--- config.mk ---
export PLATFORM = sky130hd
export DESIGN_NAME = line_editor_with_word_wrap
export DESIGN_NICKNAME = d
export VERILOG_FILES = /design/src/lew_pkg.sv /design/src/line_editor_with_word_wrap.sv
export SDC_FILE = /design/constraint.sdc
export NUM_CORES = 1
export LEC_CHECK = 0
export BUFFER_PORTS_ARGS = -buffer_cell sky130_fd_sc_hd__buf_2
export CAP_MARGIN = 20
export CORE_ASPECT_RATIO = 2
export CORE_MARGIN = 2
export CORE_UTILIZATION = 57
export CTS_CLUSTER_DIAMETER = 40
export DETAILED_ROUTE_END_ITERATION = 7
export HOLD_SLACK_MARGIN = 0.08
export PLACE_DENSITY = 0.84
export SLEW_MARGIN = 20
export SYNTH_ARGS = -nofsm -noshare
export SYNTH_HDL_FRONTEND = slang
export SYNTH_SLANG_ARGS = --single-unit
--- constraint.sdc ---
create_clock -name clk_i -period 3.4 [get_ports clk_i]
set_input_delay 0.51 -clock clk_i [delete_from_list [all_inputs] [get_ports clk_i]]
set_output_delay 0.51 -clock clk_i [all_outputs]
set_load 0.01 [all_outputs]
--- src/lew_pkg.sv ---
// Shared constants and types of the line editor with word wrap.
package lew_pkg;

  localparam int unsigned DefLineLen = 16;

  localparam logic [7:0] CH_BELL     = 8'd7;
  localparam logic [7:0] CH_BS       = 8'd8;
  localparam logic [7:0] CH_EOF      = 8'd4;
  localparam logic [7:0] CH_NL       = 8'd10;
  localparam logic [7:0] CH_SP       = 8'd32;
  localparam logic [7:0] CH_PRINT_LO = 8'd32;
  localparam logic [7:0] CH_PRINT_HI = 8'd126;

  localparam logic [7:0] KillReset   = 8'd21;
  localparam logic [7:0] WeraseReset = 8'd23;

  typedef enum logic [0:0] {
    REG_KILL   = 1'b0,
    REG_WERASE = 1'b1
  } cfg_reg_e;

  typedef enum logic [3:0] {
    ST_IDLE,
    ST_DECODE,
    ST_KILL,
    ST_WERASE,
    ST_NL_CELL,
    ST_NL_TAIL,
    ST_WR_SCAN,
    ST_WR_ECHO,
    ST_WR_FULL_RD,
    ST_WR_FULL,
    ST_WR_FULL_NL,
    ST_WR_CHAR,
    ST_FIN
  } state_e;

  typedef struct packed {
    logic       kind;
    logic [7:0] data;
    logic       sess_end;
  } result_t;

endpackage

--- src/line_editor_with_word_wrap.sv ---
// Line editor with word wrap: top level with line memory, wrap scratch memory and sequencer.
//
// Usage: keyboard bytes enter on the input channel (in_valid_i, in_stall_o, in_byte_i).
// Each accepted item yields zero or more echo results on the output channel
// (out_valid_o, out_stall_i and the result fields); last_o marks the final result
// of an item. The configuration channel (cfg_valid_i, cfg_ready_o, cfg_index_i,
// cfg_data_i) sets the kill and word-erase codes; write it only while idle.
// The sequencer handles one item at a time; kill, word erase, newline and wrap walk
// the line memory one cell per cycle while the sequencer is not waiting on the
// result buffer. The line memory has one read and one write port with registered
// read data, which sets the one-cell-per-cycle pace. A stalled receiver holds the
// output register; the sequencer waits while its one-entry result buffer is full
// and the output register cannot take its entry.
// Reset clears the line to spaces through per-cell valid bits, sets the cursor
// to zero, clears the session-end flag and loads the default control codes.
// After an end-of-file on an empty line, further items are taken and dropped.
module line_editor_with_word_wrap import lew_pkg::*; #(
  parameter int unsigned LINE_LEN = DefLineLen
) (
  input  logic       clk_i,
  input  logic       rst_ni,
  input  logic       in_valid_i,
  output logic       in_stall_o,
  input  logic [7:0] in_byte_i,
  output logic       out_valid_o,
  input  logic       out_stall_i,
  output logic       out_kind_o,
  output logic [7:0] out_byte_o,
  output logic       session_end_o,
  output logic       last_o,
  input  logic       cfg_valid_i,
  output logic       cfg_ready_o,
  input  logic [0:0] cfg_index_i,
  input  logic [7:0] cfg_data_i
);

  localparam int unsigned CW = $clog2(LINE_LEN + 1);
  localparam int unsigned AW = $clog2(LINE_LEN);
  localparam logic [CW-1:0] LenC   = CW'(LINE_LEN);
  localparam logic [CW-1:0] LastC  = CW'(LINE_LEN - 1);
  localparam logic [CW-1:0] OneC   = CW'(1);

  state_e state_q, state_d;

  logic [7:0]    c_q;
  logic [7:0]    kill_q, werase_q;
  logic [CW-1:0] cur_q, cur_d;
  logic [CW-1:0] k_q, k_d;
  logic [CW-1:0] j_q, j_d;
  logic [CW-1:0] w_q, w_d;
  logic          finished_q, finished_d;
  logic          in_word_q, in_word_d;

  // Line memory with per-cell valid bits; an invalid cell reads as a space.
  logic [7:0]          cell_mem [LINE_LEN];
  logic [LINE_LEN-1:0] vld_q;
  logic [7:0]          cell_rdata_q;
  logic                cell_rvld_q;
  logic [7:0]          scr_mem [LINE_LEN];
  logic [7:0]          scr_rdata_q;

  result_t pend_q, out_q, push_res;
  logic    pend_valid_q, pend_last_q;
  logic    out_valid_q, out_last_q;

  logic          accept, out_free, push_ok, pend_move, push, set_last;
  logic          cell_we, cell_re, vld_clr, vld_clr_all, scr_we, scr_re;
  logic [AW-1:0] cell_waddr, cell_raddr, vld_clr_addr, scr_waddr, scr_raddr;
  logic [7:0]    cell_wdata, scr_wdata, cell_val;
  logic          cell_sp, printable;
  logic [CW-1:0] cur_m1, k_m1, k_m2, k_p1, j_p1;

  assign accept    = in_valid_i & ~in_stall_o;
  assign out_free  = ~out_valid_q | ~out_stall_i;
  assign push_ok   = ~pend_valid_q | out_free;
  assign pend_move = pend_valid_q & out_free & (push | pend_last_q);

  assign cell_val  = cell_rvld_q ? cell_rdata_q : CH_SP;
  assign cell_sp   = (cell_val == CH_SP);
  assign printable = (c_q >= CH_PRINT_LO) && (c_q <= CH_PRINT_HI);

  assign cur_m1 = cur_q - OneC;
  assign k_m1   = k_q - OneC;
  assign k_m2   = k_q - CW'(2);
  assign k_p1   = k_q + OneC;
  assign j_p1   = j_q + OneC;

  // Next state.
  always_comb begin
    state_d = state_q;
    unique case (state_q)
      ST_IDLE: begin
        if (accept && !finished_q) state_d = ST_DECODE;
      end
      ST_DECODE: begin
        priority if (c_q == CH_BS) begin
          if (cur_q == '0) state_d = ST_IDLE;
          else if (push_ok) state_d = ST_FIN;
        end else if (c_q == CH_EOF && cur_q == '0) begin
          if (push_ok) state_d = ST_FIN;
        end else if (c_q == kill_q) begin
          state_d = (cur_q == '0) ? ST_IDLE : ST_KILL;
        end else if (c_q == werase_q) begin
          state_d = (cur_q == '0) ? ST_IDLE : ST_WERASE;
        end else if (c_q == CH_NL) begin
          if (push_ok) state_d = ST_NL_CELL;
        end else if (!printable) begin
          if (push_ok) state_d = ST_FIN;
        end else if (cur_q != LenC) begin
          if (push_ok) state_d = ST_FIN;
        end else begin
          state_d = ST_WR_SCAN;
        end
      end
      ST_KILL: begin
        if (push_ok && cur_q == OneC) state_d = ST_FIN;
      end
      ST_WERASE: begin
        if (cell_sp && in_word_q) state_d = ST_FIN;
        else if (push_ok && k_q == OneC) state_d = ST_FIN;
      end
      ST_NL_CELL: begin
        if (push_ok && k_q == LastC) state_d = ST_NL_TAIL;
      end
      ST_NL_TAIL: begin
        if (push_ok) state_d = ST_FIN;
      end
      ST_WR_SCAN: begin
        if (push_ok) begin
          if (!cell_sp) begin
            if (k_q == OneC) state_d = ST_WR_FULL_RD;
          end else begin
            state_d = (k_q == LenC) ? ST_WR_CHAR : ST_WR_ECHO;
          end
        end
      end
      ST_WR_ECHO: begin
        if (push_ok && j_q == LastC) state_d = ST_WR_CHAR;
      end
      ST_WR_FULL_RD: state_d = ST_WR_FULL;
      ST_WR_FULL: begin
        if (push_ok && j_q == LastC) state_d = ST_WR_FULL_NL;
      end
      ST_WR_FULL_NL: begin
        if (push_ok) state_d = ST_WR_CHAR;
      end
      ST_WR_CHAR: begin
        if (push_ok) state_d = ST_FIN;
      end
      ST_FIN: state_d = ST_IDLE;
      default: state_d = ST_IDLE;
    endcase
  end

  // Sequencer actions: results, memory accesses and counter updates.
  always_comb begin
    push         = 1'b0;
    push_res     = '0;
    set_last     = 1'b0;
    cell_we      = 1'b0;
    cell_waddr   = '0;
    cell_wdata   = c_q;
    cell_re      = 1'b0;
    cell_raddr   = '0;
    vld_clr      = 1'b0;
    vld_clr_all  = 1'b0;
    vld_clr_addr = '0;
    scr_we       = 1'b0;
    scr_waddr    = '0;
    scr_wdata    = cell_val;
    scr_re       = 1'b0;
    scr_raddr    = '0;
    cur_d        = cur_q;
    k_d          = k_q;
    j_d          = j_q;
    w_d          = w_q;
    finished_d   = finished_q;
    in_word_d    = in_word_q;
    unique case (state_q)
      ST_IDLE: ;
      ST_DECODE: begin
        priority if (c_q == CH_BS) begin
          if (cur_q != '0 && push_ok) begin
            push          = 1'b1;
            push_res.kind = 1'b1;
            vld_clr       = 1'b1;
            vld_clr_addr  = cur_m1[AW-1:0];
            cur_d         = cur_m1;
          end
        end else if (c_q == CH_EOF && cur_q == '0) begin
          if (push_ok) begin
            push              = 1'b1;
            push_res.data     = CH_NL;
            push_res.sess_end = 1'b1;
            finished_d        = 1'b1;
          end
        end else if (c_q == kill_q) begin
          // The kill walk needs no cell contents.
        end else if (c_q == werase_q) begin
          if (cur_q != '0) begin
            cell_re    = 1'b1;
            cell_raddr = cur_m1[AW-1:0];
            k_d        = cur_q;
            in_word_d  = 1'b0;
          end
        end else if (c_q == CH_NL) begin
          if (push_ok) begin
            push          = 1'b1;
            push_res.data = CH_NL;
            cell_re       = 1'b1;
            cell_raddr    = '0;
            k_d           = '0;
          end
        end else if (!printable) begin
          if (push_ok) begin
            push          = 1'b1;
            push_res.data = CH_BELL;
          end
        end else if (cur_q != LenC) begin
          if (push_ok) begin
            push          = 1'b1;
            push_res.data = c_q;
            cell_we       = 1'b1;
            cell_waddr    = cur_q[AW-1:0];
            cur_d         = cur_q + OneC;
          end
        end else begin
          // Full line: scan the trailing word from the end.
          cell_re    = 1'b1;
          cell_raddr = AW'(LINE_LEN - 1);
          k_d        = LenC;
          w_d        = '0;
        end
      end
      ST_KILL: begin
        if (push_ok) begin
          push          = 1'b1;
          push_res.kind = 1'b1;
          vld_clr       = 1'b1;
          vld_clr_addr  = cur_m1[AW-1:0];
          cur_d         = cur_m1;
        end
      end
      ST_WERASE: begin
        if (cell_sp && in_word_q) begin
          cur_d = k_q;
        end else if (push_ok) begin
          push = 1'b1;
          if (cell_sp) begin
            push_res.data = CH_BS;
          end else begin
            push_res.kind = 1'b1;
            vld_clr       = 1'b1;
            vld_clr_addr  = k_m1[AW-1:0];
            in_word_d     = 1'b1;
          end
          k_d = k_m1;
          if (k_q == OneC) begin
            cur_d = '0;
          end else begin
            cell_re    = 1'b1;
            cell_raddr = k_m2[AW-1:0];
          end
        end
      end
      ST_NL_CELL: begin
        if (push_ok) begin
          push          = 1'b1;
          push_res.data = cell_val;
          if (k_q != LastC) begin
            k_d        = k_p1;
            cell_re    = 1'b1;
            cell_raddr = k_p1[AW-1:0];
          end
        end
      end
      ST_NL_TAIL: begin
        if (push_ok) begin
          push          = 1'b1;
          push_res.data = CH_NL;
          vld_clr_all   = 1'b1;
          cur_d         = '0;
        end
      end
      ST_WR_SCAN: begin
        if (push_ok) begin
          push = 1'b1;
          if (!cell_sp) begin
            push_res.kind = 1'b1;
            vld_clr       = 1'b1;
            vld_clr_addr  = k_m1[AW-1:0];
            scr_we        = 1'b1;
            scr_waddr     = k_m1[AW-1:0];
            k_d           = k_m1;
            if (k_q != OneC) begin
              cell_re    = 1'b1;
              cell_raddr = k_m2[AW-1:0];
            end
          end else begin
            // The word moves to the start of a fresh line.
            push_res.data = CH_NL;
            vld_clr_all   = 1'b1;
            j_d           = k_q;
            if (k_q != LenC) begin
              scr_re    = 1'b1;
              scr_raddr = k_q[AW-1:0];
            end
          end
        end
      end
      ST_WR_ECHO: begin
        if (push_ok) begin
          push          = 1'b1;
          push_res.data = scr_rdata_q;
          cell_we       = 1'b1;
          cell_waddr    = w_q[AW-1:0];
          cell_wdata    = scr_rdata_q;
          w_d           = w_q + OneC;
          if (j_q != LastC) begin
            j_d       = j_p1;
            scr_re    = 1'b1;
            scr_raddr = j_p1[AW-1:0];
          end
        end
      end
      ST_WR_FULL_RD: begin
        scr_re    = 1'b1;
        scr_raddr = '0;
        j_d       = '0;
      end
      ST_WR_FULL: begin
        if (push_ok) begin
          push          = 1'b1;
          push_res.data = scr_rdata_q;
          if (j_q != LastC) begin
            j_d       = j_p1;
            scr_re    = 1'b1;
            scr_raddr = j_p1[AW-1:0];
          end
        end
      end
      ST_WR_FULL_NL: begin
        if (push_ok) begin
          push          = 1'b1;
          push_res.data = CH_NL;
        end
      end
      ST_WR_CHAR: begin
        if (push_ok) begin
          push          = 1'b1;
          push_res.data = c_q;
          cell_we       = 1'b1;
          cell_waddr    = w_q[AW-1:0];
          cur_d         = w_q + OneC;
        end
      end
      ST_FIN: set_last = 1'b1;
      default: ;
    endcase
  end

  always_ff @(posedge clk_i or negedge rst_ni) begin
    if (!rst_ni) begin
      state_q      <= ST_IDLE;
      cur_q        <= '0;
      finished_q   <= 1'b0;
      in_word_q    <= 1'b0;
      vld_q        <= '0;
      kill_q       <= KillReset;
      werase_q     <= WeraseReset;
      pend_valid_q <= 1'b0;
      pend_last_q  <= 1'b0;
      out_valid_q  <= 1'b0;
    end else begin
      state_q    <= state_d;
      cur_q      <= cur_d;
      finished_q <= finished_d;
      in_word_q  <= in_word_d;

      if (vld_clr_all) begin
        vld_q <= '0;
      end else begin
        if (cell_we) vld_q[cell_waddr] <= 1'b1;
        if (vld_clr) vld_q[vld_clr_addr] <= 1'b0;
      end

      if (cfg_valid_i && cfg_ready_o) begin
        unique case (cfg_index_i)
          REG_KILL:   kill_q   <= cfg_data_i;
          REG_WERASE: werase_q <= cfg_data_i;
          default: ;
        endcase
      end

      if (push) pend_valid_q <= 1'b1;
      else if (pend_move) pend_valid_q <= 1'b0;

      if (push) pend_last_q <= 1'b0;
      else if (set_last) pend_last_q <= 1'b1;

      if (pend_move) out_valid_q <= 1'b1;
      else if (!out_stall_i) out_valid_q <= 1'b0;
    end
  end

  always_ff @(posedge clk_i) begin
    if (accept) c_q <= in_byte_i;
    k_q <= k_d;
    j_q <= j_d;
    w_q <= w_d;
    if (push) pend_q <= push_res;
    if (pend_move) begin
      out_q      <= pend_q;
      out_last_q <= pend_last_q;
    end
  end

  always_ff @(posedge clk_i) begin
    if (cell_we) cell_mem[cell_waddr] <= cell_wdata;
    if (cell_re) begin
      cell_rdata_q <= cell_mem[cell_raddr];
      cell_rvld_q  <= vld_q[cell_raddr];
    end
  end

  always_ff @(posedge clk_i) begin
    if (scr_we) scr_mem[scr_waddr] <= scr_wdata;
    if (scr_re) scr_rdata_q <= scr_mem[scr_raddr];
  end

  assign in_stall_o    = (state_q != ST_IDLE);
  assign cfg_ready_o   = 1'b1;
  assign out_valid_o   = out_valid_q;
  assign out_kind_o    = out_q.kind;
  assign out_byte_o    = out_q.data;
  assign session_end_o = out_q.sess_end;
  assign last_o        = out_last_q;

endmodule

==> impl_results.md <==
- Die W: 126.2 um
- WL final: 51.45 mm
- Hold_ws: 0.1047 ns
- Drc violations: 0
- Area grow syn2layout: 16.04%
- Busiest grt layer: met2
- Final std cells w/o fill: 1875
- RD Place Congestion: 1.028
- Skew-Pair Late Insertion Delay: 0.62 ns
- Antenna diodes: 0
- Synth Warn #: 0
- Reg2Reg Setup Slack: 0.03 ns
- Share of cells above drive strength 1: 24.22%
- Max-Slew Margin vs Limit: 25.09%
- Seq/Total Area, Yosys: 62.68%
- Grt met3 use: 5.443%
- Pwr dens: 801.5 nW/um2
- GRT Util Overall: 32.98%
- Ys async rst share: 12.67%
- Most frequent cell after synthesis: edfxtp_1
- Startpoint Class: flip-flop
- Setup violations, final: 0
- CP Capture Type: flip-flop
- Pre-antenna DRT Iters: 6
- RSZ-0062 raised after global routing: no
- Part of the cycle the worst path needs: 99.26%
- Clock sink count: 363
- Port Buffers: 34
- Hold Fails Final Rpt: 0
- DIE AREA: 31370 um2
- Number of global-route vias before repair: 12791
- Met1 Track Usage GR: 30.12%
- Core Footprint: 29510 um2
- Final core utilization: 66.99%
- Placed instance count: 1808
- Outcome: finished, final reports clean
- Grt total ovfl: 0
- Initial DRC Count: 1036
- Post-DP Area: 18570 um2
- Number of synthesized flops with an enable pin: 317
- Predominant post-synthesis flop cell: edfxtp_1
- Synthesized instance count: 1331
- Number of distinct library cells after synthesis: 97
- # Max-Cap Violations: 0
- Post-route ant nets: 0
- Worst setup margin: 0.02510 ns
- FF+latch count, synth: 363
- Synth area leader: edfxtp_1
- Max Slew Vio Count: 0
- Worst-Margin Slew: 1.117 ns
- Average size of a mapped cell: 12.80 um2
- Final instance area: 19770 um2
- Synth top area cells: edfxtp_1 (56%), dfrtp_1 (5.7%), nand2_1 (3.4%)
- H-tree levels: 1
- Clock input transition at the sequential cells of the worst setup and hold paths: 0.08 ns
- WL/cell: 27.44 um
- Post-DP HPWL: 38.08 mm
- Root Buffer: clkbuf_16
- Antenna violations before repair: 0
- Static leakage: 0.007193 uW
- CTS tree: built
- Max VDD drop: 782.3 uV
- Via Count: 12339
- GR Util met2: 60.65%
- Fmax: 296.3 MHz
- Critical path fanouts, max: 8
- Required @ worst endpoint: 3.76 ns
- First-pass GRT wire length: 76.56 mm
- Die Ht: 248.5 um
- CTS Buf Count: 31
- Critical path class: reg -> reg
- Arr. time, crit path: 3.73 ns
- # rows: 89
- Largest net degree at the start of global routing: 43
- Syn nets: 1367
- Worst Skew: 0.01625 ns
- Final #Nets: 1522
- Min Clock Period, post-route: 3.375 ns
- Commonest cells post-synth: edfxtp_1 (317), nand2_1 (154), nor2_1 (93)
- Hold Path Class: in -> reg
- Clk buf depth: 3
- Initial Utilization: 57.73%
- Synthesized area: 17040 um2
- Top cell type's share of synthesized area: 55.88%
- Place WS: 0.05699 ns
- Vias per cell: 6.581
- IO Count: 36
[worst paths after layout]
kind,start,endpoint,cells after the start
worst min register to register,pend_q[0],session_end_o,0
max in group asynchronous,rst_ni,vld_q[12],3
worst max register to register,c_q[2],cell_rdata_q[3],10
min in group asynchronous,rst_ni,werase_q[7],2
worst max-delay path,c_q[2],cell_rdata_q[3],10
worst min-delay path,in_byte_i[5],c_q[5],1
[layout make-up]
class,instances,area [um2]
flip-flops and latches,363,10680
inverters,17,63.81
well taps,364,455.4
clock buffers,40,819.5
fillers,2025,9741
repair buffers,202,1564
clock inverters,18,224.0
multi-input cells,871,5961
[where the power goes]
part           switching, uW  leakage, uW  internal (uW)  total, uW
sequential               415      0.00345           5720       6140
clock                   1660     0.000500           1970       3630
combinational           3760      0.00324           2310       6070
total                   5840      0.00719          10000      15800
[cells in the final DEF (no fill, tap or decap), drive strengths merged, types with 18 or more instances in the layout]
| cell type | instances |
|---|---|
| edfxtp | 317 |
| buf | 194 |
| nand2 | 155 |
| nor2 | 96 |
| a21oi | 70 |
| o21ai | 66 |
| mux2 | 47 |
| nand3 | 46 |
| clkbuf | 40 |
| dfrtp | 39 |
| mux2i | 25 |
| xnor2 | 25 |
| nand4 | 24 |
| o22ai | 23 |
| inv | 21 |
| nor3 | 18 |
[repair_timing]
| item | in CTS | in global routing |
|---|---|---|
| endpoints found under the setup margin | 0 | 159 |
| gates resized for setup | 0 | 16 |
| hold buffers | 7 | 1 |
| setup buffers | 0 | 1 |
| hold endpoints to repair | 27 | 1 |
[routing by layer]
layer,share of wire (%),up-vias
li1,-,5455
met1,29,5952
met2,54,647
met3,6.1,285
met4,11,0
met5,0,-
[through the flow]
step | setup TNS [ns] | total power [uW]
after floorplan | 0 | 9664
after global placement | -0.02389 | 11910
after detailed placement | 0 | 12020
after CTS | 0 | 15620
after global routing | 0 | 16410
final | 0 | 15840
[registers in the layout, summed over array words and instances, names as in the netlist, 5 cells and up]
signal and flops:
cur_q 5, w_q 5, cell_mem 128, scr_mem 128, pend_q 10, k_q 5, werase_q 8, cell_rdata_q 8
j_q 5, kill_q 8, vld_q 16, c_q 8, out_byte_o 8, scr_rdata_q 8
[cells by family (layout without fill, tap and decap cells)]
family          after synthesis  count (layout)  share of synthesized area (%)
mux                          86              86                          6.448
simple gates                416             416                          11.82
fa+ha+maj                    14              14                          1.028
other cells                   1               1                        0.02201
buf+inv                      97             277                          2.820
xor+xnor                     34              34                          1.748
flops                       363             363                          62.68
compound gates              320             320                          13.43
[worst max-delay path, cell delays in order (launching register included)]
cell and delay, ns:
edfxtp_1 0.46, xnor2_1 0.36, nand4_1 0.32, o211ai_1 0.44, o21ai_0 0.23, a22o_2 0.40
buf_4 0.18, nor2_1 0.26, buf_4 0.22, a32o_1 0.16, o31ai_1 0.07
Note: power is estimated with default switching activity, not from simulation.
